===== src/rtl/ptc_pkg.sv =====
package ptc_pkg;

    localparam int MAX_FEATURES = 1024;
    localparam int WEIGHT_BITS  = 24;
    localparam int ADDR_W       = (MAX_FEATURES > 1) ? $clog2(MAX_FEATURES) : 1;
    localparam int POS_W        = $clog2(MAX_FEATURES + 1);
    localparam int FEAT_W       = 8;
    localparam int DELTA_W      = FEAT_W + 2;
    localparam int PROD_W       = WEIGHT_BITS + FEAT_W + 1;
    localparam int ACC_W        = 48;
    localparam int STREAK_W     = 16;
    localparam int CFG_IDX_W    = 1;
    localparam int CFG_DATA_W   = 16;

    localparam logic [CFG_IDX_W-1:0] CFG_LEARN_ENABLE = 1'b0;
    localparam logic [CFG_IDX_W-1:0] CFG_TRAIN_COUNT  = 1'b1;

    typedef enum logic [2:0] {
        ST_CLEAR,
        ST_IDLE,
        ST_MUL,
        ST_ACC,
        ST_SCORE,
        ST_DECIDE,
        ST_WALK,
        ST_DRAIN
    } ptc_state_t;

    typedef struct packed {
        logic in_ready;
        logic clear;
        logic mul;
        logic score;
        logic out_load;
        logic walk_rd;
        logic pos_clear;
    } ptc_cmd_t;

    typedef struct packed {
        logic in_valid;
        logic last;
        logic clear_last;
        logic out_busy;
        logic miss;
        logic walk_last;
        logic pos_zero;
    } ptc_status_t;

    function automatic logic signed [ACC_W-1:0] sat_acc(
        input logic signed [ACC_W-1:0] a,
        input logic signed [ACC_W-1:0] b
    );
        logic [ACC_W:0] s;
        s = {a[ACC_W-1], a} + {b[ACC_W-1], b};
        if (s[ACC_W] != s[ACC_W-1])
            return s[ACC_W] ? {1'b1, {(ACC_W-1){1'b0}}} : {1'b0, {(ACC_W-1){1'b1}}};
        return s[ACC_W-1:0];
    endfunction

    function automatic logic signed [WEIGHT_BITS-1:0] sat_w(
        input logic signed [WEIGHT_BITS-1:0] a,
        input logic signed [DELTA_W-1:0]     d
    );
        logic [WEIGHT_BITS:0] s;
        logic [WEIGHT_BITS:0] dx;
        dx = (WEIGHT_BITS + 1)'(d);
        s  = {a[WEIGHT_BITS-1], a} + dx;
        if (s[WEIGHT_BITS] != s[WEIGHT_BITS-1])
            return s[WEIGHT_BITS] ? {1'b1, {(WEIGHT_BITS-1){1'b0}}}
                                  : {1'b0, {(WEIGHT_BITS-1){1'b1}}};
        return s[WEIGHT_BITS-1:0];
    endfunction

endpackage


===== src/rtl/ptc_ctrl.sv =====
module ptc_ctrl (
    input  logic                 clk,
    input  logic                 rst_n,
    input  ptc_pkg::ptc_status_t status,
    output ptc_pkg::ptc_cmd_t    cmd
);

    ptc_pkg::ptc_state_t state_reg;
    ptc_pkg::ptc_state_t state_next;

    always_ff @(posedge clk or negedge rst_n)
    begin
        if (!rst_n)
            state_reg <= ptc_pkg::ST_CLEAR;
        else
            state_reg <= state_next;
    end

    always_comb
    begin
        state_next = state_reg;
        cmd        = '0;
        unique case (state_reg)
            ptc_pkg::ST_CLEAR:
            begin
                cmd.clear = 1'b1;
                if (status.clear_last)
                    state_next = ptc_pkg::ST_IDLE;
            end
            ptc_pkg::ST_IDLE:
            begin
                cmd.in_ready = 1'b1;
                if (status.in_valid)
                    state_next = ptc_pkg::ST_MUL;
            end
            ptc_pkg::ST_MUL:
            begin
                cmd.mul    = 1'b1;
                state_next = status.last ? ptc_pkg::ST_ACC : ptc_pkg::ST_IDLE;
            end
            ptc_pkg::ST_ACC:
            begin
                // accumulator takes the last product this cycle
                state_next = ptc_pkg::ST_SCORE;
            end
            ptc_pkg::ST_SCORE:
            begin
                cmd.score  = 1'b1;
                state_next = ptc_pkg::ST_DECIDE;
            end
            ptc_pkg::ST_DECIDE:
            begin
                if (!status.out_busy)
                begin
                    cmd.out_load = 1'b1;
                    if (status.miss && !status.pos_zero)
                        state_next = ptc_pkg::ST_WALK;
                    else
                    begin
                        cmd.pos_clear = 1'b1;
                        state_next    = ptc_pkg::ST_IDLE;
                    end
                end
            end
            ptc_pkg::ST_WALK:
            begin
                cmd.walk_rd = 1'b1;
                if (status.walk_last)
                    state_next = ptc_pkg::ST_DRAIN;
            end
            ptc_pkg::ST_DRAIN:
            begin
                // final write-back lands this cycle
                cmd.pos_clear = 1'b1;
                state_next    = ptc_pkg::ST_IDLE;
            end
            default:
            begin
                state_next = ptc_pkg::ST_CLEAR;
            end
        endcase
    end

endmodule


===== config.mk =====
export PLATFORM = sky130hd
export DESIGN_NAME = ptc_ctrl
export DESIGN_NICKNAME = d
export VERILOG_FILES = /design/src/rtl/ptc_pkg.sv /design/src/rtl/ptc_ctrl.sv
export SDC_FILE = /design/constraint.sdc
export NUM_CORES = 1
export LEC_CHECK = 0
export ABC_AREA = 0
export BUFFER_PORTS_ARGS = -buffer_cell sky130_fd_sc_hd__buf_2
export CORE_AREA = 4 4 41 43
export CTS_BUF_LIST = sky130_fd_sc_hd__clkbuf_16
export DETAILED_ROUTE_END_ITERATION = 8
export DIE_AREA = 0 0 45 47
export GPL_TIMING_DRIVEN = 1
export PLACE_DENSITY = 0.49
export SLEW_MARGIN = 0
export SYNTH_ARGS = -nofsm -noshare
export SYNTH_HDL_FRONTEND = slang
export SYNTH_SLANG_ARGS = --single-unit

===== constraint.sdc =====
create_clock -name clk -period 1.7 [get_ports clk]
set_clock_uncertainty 0.1 [all_clocks]
set_input_delay 0 -clock clk [delete_from_list [all_inputs] [get_ports clk]]
set_output_delay 0 -clock clk [all_outputs]
set_load 0.02 [all_outputs]

==> summary.md <==
| Metric | Value |
|---|---|
| Gr ovfl total | `0` |
| Post-DRT Antenna Nets | `0` |
| Clock Sink Count | `3` |
| Die extent in x | `45 um` |
| # setup viols final | `0` |
| Layout fillers | `roughly 160` |
| Final min period | `~1.4 ns` |
| Initial Util | `a little over a fifth` |
| GRT Overall Usage | `approximately 7.8%` |
| # port buffers | `15` |
| Area Overhead vs Synth | `57.14%` |
| Top FF cell, synth | `dfrtp_1` |
| Worst Path Required | `roughly 1.6 ns` |
| Gpl congestion | `about 0.66` |
| Total power | `between 0.8 and 0.9 mW` |
| Wire per inst | `9.846 um` |
| R2R depth | `3` |
| Clk_lat worst skew | `approximately 0.22 ns` |
| First-pass GRT wire length | `roughly 1100 um` |
| Top cells by area, synth | `dfrtp_1 28%, buf_6 8.3%, nand2b_1 6.9%` |
| Worst Tran Pin Value | `between 0.4 and 0.5 ns` |
| Synth unique cells | `20` |
| DR iter-0 viols | `1` |
| Synth top area share | `approximately 28%` |
| Fmax | `roughly 0.72 GHz` |
| Async set-reset flop share out of synthesis | `100.0%` |
| Post-synthesis net count | `42` |
| Syn_area_per_cell | `just over 8 um^2` |
| CTS Buffer Depth | `2` |
| Hold Fails Final Rpt | `0` |
| Crit path max fanout | `12` |
| Root Buffer | `clkbuf_16` |
| Status | `completed` |
| Reg2reg end | `state_reg[0]` |
| CTS Buf Count | `3` |
| Post-CTS Resized | `0` |
| Worst Setup Start Kind | `flip-flop` |
| Area leader, netlist | `dfrtp_1` |
| Vias | `about 290` |
| Vias/cell | `4.400` |
| Final Max Tran Viols | `0` |
| ANT cells | `0` |
| Initial antenna violation count | `0` |
| Max Cap Violations | `0` |
| Normalized max-slew margin | `73.01%` |
| Reg2reg setup slack | `~0.35 ns` |
| TritonCTS clock tree | `built` |
| Nets | `60` |
| 1st-pass router iterations | `2` |
| Largest net degree at the start of global routing | `13` |
| Most frequent cells after synthesis | `3 x dfrtp_1, 3 x nand2b_1, 3 x nor2_1, 3 x o21ai_0` |
| Unrepaired setup endpoints after global routing | `false` |
| Layout cells sized above 1 | `46.00%` |
| VDD IR max | `between 800 and 900 uV` |
| HP Class | `input port to async pin` |
| Synth warn | `0` |
| Max reg flops | `3` |
| # IOs | `16` |
| Die height | `between 40 and 50 um` |
| Mapped cell area | `roughly 270 um^2` |
| Syn Inst Count | `33` |
| Leakage power | `approximately 0.22 nW` |
| Critical path endpoint category | `primary output` |
| Detailed Route WL | `about 640 um` |
| Clk slew on worst S/H paths | `~0.03 ns` |
| Setup TNS | `0 ns` |
| Core ar. | `roughly 1300 um^2` |
| Pwr dens | `around 2100 nW/um^2` |
| Row count | `13` |
| Vias in the first global route | `~270` |
| Drt drc | `0` |
| Register area share after synthesis | `between 20% and 30%` |
| Post-synth EDFFs | `0` |
| Die area | `roughly 2100 um^2` |
| Critical path class | `flip-flop to primary output` |
| Reg-to-Reg Start | `state_reg[2]` |
| Final worst path period share | `about 81%` |
| Post-synthesis register bit count | `3` |
| H-tree depth | `1` |
| Critical Path AT | `about 1.3 ns` |
==> cell type report <==
type	count	area, um^2	share of cell area (%)
flip-flops and latches	3	75.07	17.60
repair buffers	16	85.08	19.94
clock inverters	1	3.754	0.8798
inverters	3	16.27	3.812
clock buffers	3	75.07	17.60
well taps	15	18.77	4.399
multi-input cells	24	152.6	35.78
==> cells by family (layout without fill, tap and decap cells) <==
family / after synthesis / in the layout / synth area share [%]
AOI/OAI and AO/OA: 9 / 9 / 22.58
buffers and inverters: 6 / 23 / 16.13
DFF: 3 / 3 / 27.65
and+or+nand+nor: 14 / 14 / 28.11
muxes: 1 / 1 / 5.528
==> critical path, stage by stage (launching register included) <==
cell	delay, ns
dfrtp_1	0.48
a21o_1	0.22
and3_2	0.21
buf_2	0.15
==> per-stage QoR <==
step	cells	utilization (%)	setup slack, ns	instance area (um^2)	hold WS [ns]
after floorplan	33	-	0.5333	271.5	-0.3956
final	65	32.79	0.3169	426.7	0.001602
after global routing	65	32.79	0.2403	426.7	0.03976
after detailed placement	60	25.96	0.3317	337.8	-0.3025
after global placement	60	25.96	0.3797	337.8	-0.2999
after CTS	65	32.79	0.3122	426.7	0.008216
==> what timing repair did <==
action | 4_1_cts | 5_1_grt
buffers inserted | 0 | 0
hold buffers | 1 | 0
hold endpoints to repair | 3 | 0
==> layer usage <==
metal | vias up | routed length (um) | global-route usage (%) | share of wire [%]
met5 | - | 0 | 0 | 0
met3 | 2 | 64 | 5.747 | 10
met2 | 12 | 292 | 9.040 | 46
met1 | 124 | 272 | 8.486 | 43
met4 | 0 | 10 | 8.772 | 1.6
li1 | 148 | - | - | -
==> worst max-delay path by stage <==
stage                             from           end  slack, ns  cells after the start
after global routing      state_reg[2]  state_reg[0]       0.24                      3
after CTS                 state_reg[1]        cmd[0]       0.31                      3
after global placement    state_reg[2]  state_reg[0]       0.38                      3
after detailed placement  state_reg[2]  state_reg[0]       0.33                      3
after floorplan           state_reg[2]        cmd[1]       0.53                      3
final                     state_reg[1]        cmd[0]       0.32                      3
==> power by group <==
group	switching, mW	total, mW	internal [mW]
clock	0.0666	0.370	0.303
combinational	0.172	0.327	0.155
sequential	0.0978	0.202	0.104
==> placed cells by master (no fill, tap or decap), drive strengths merged, types with 2 or more instances in the layout <==
master and count:
buf 15, clkbuf 3, dfrtp 3, inv 4
nand2 2, nand2b 3, nor2 3, nor3 2
nor3b 2, o21ai 4
Note: power is estimated with default switching activity, not from simulation.
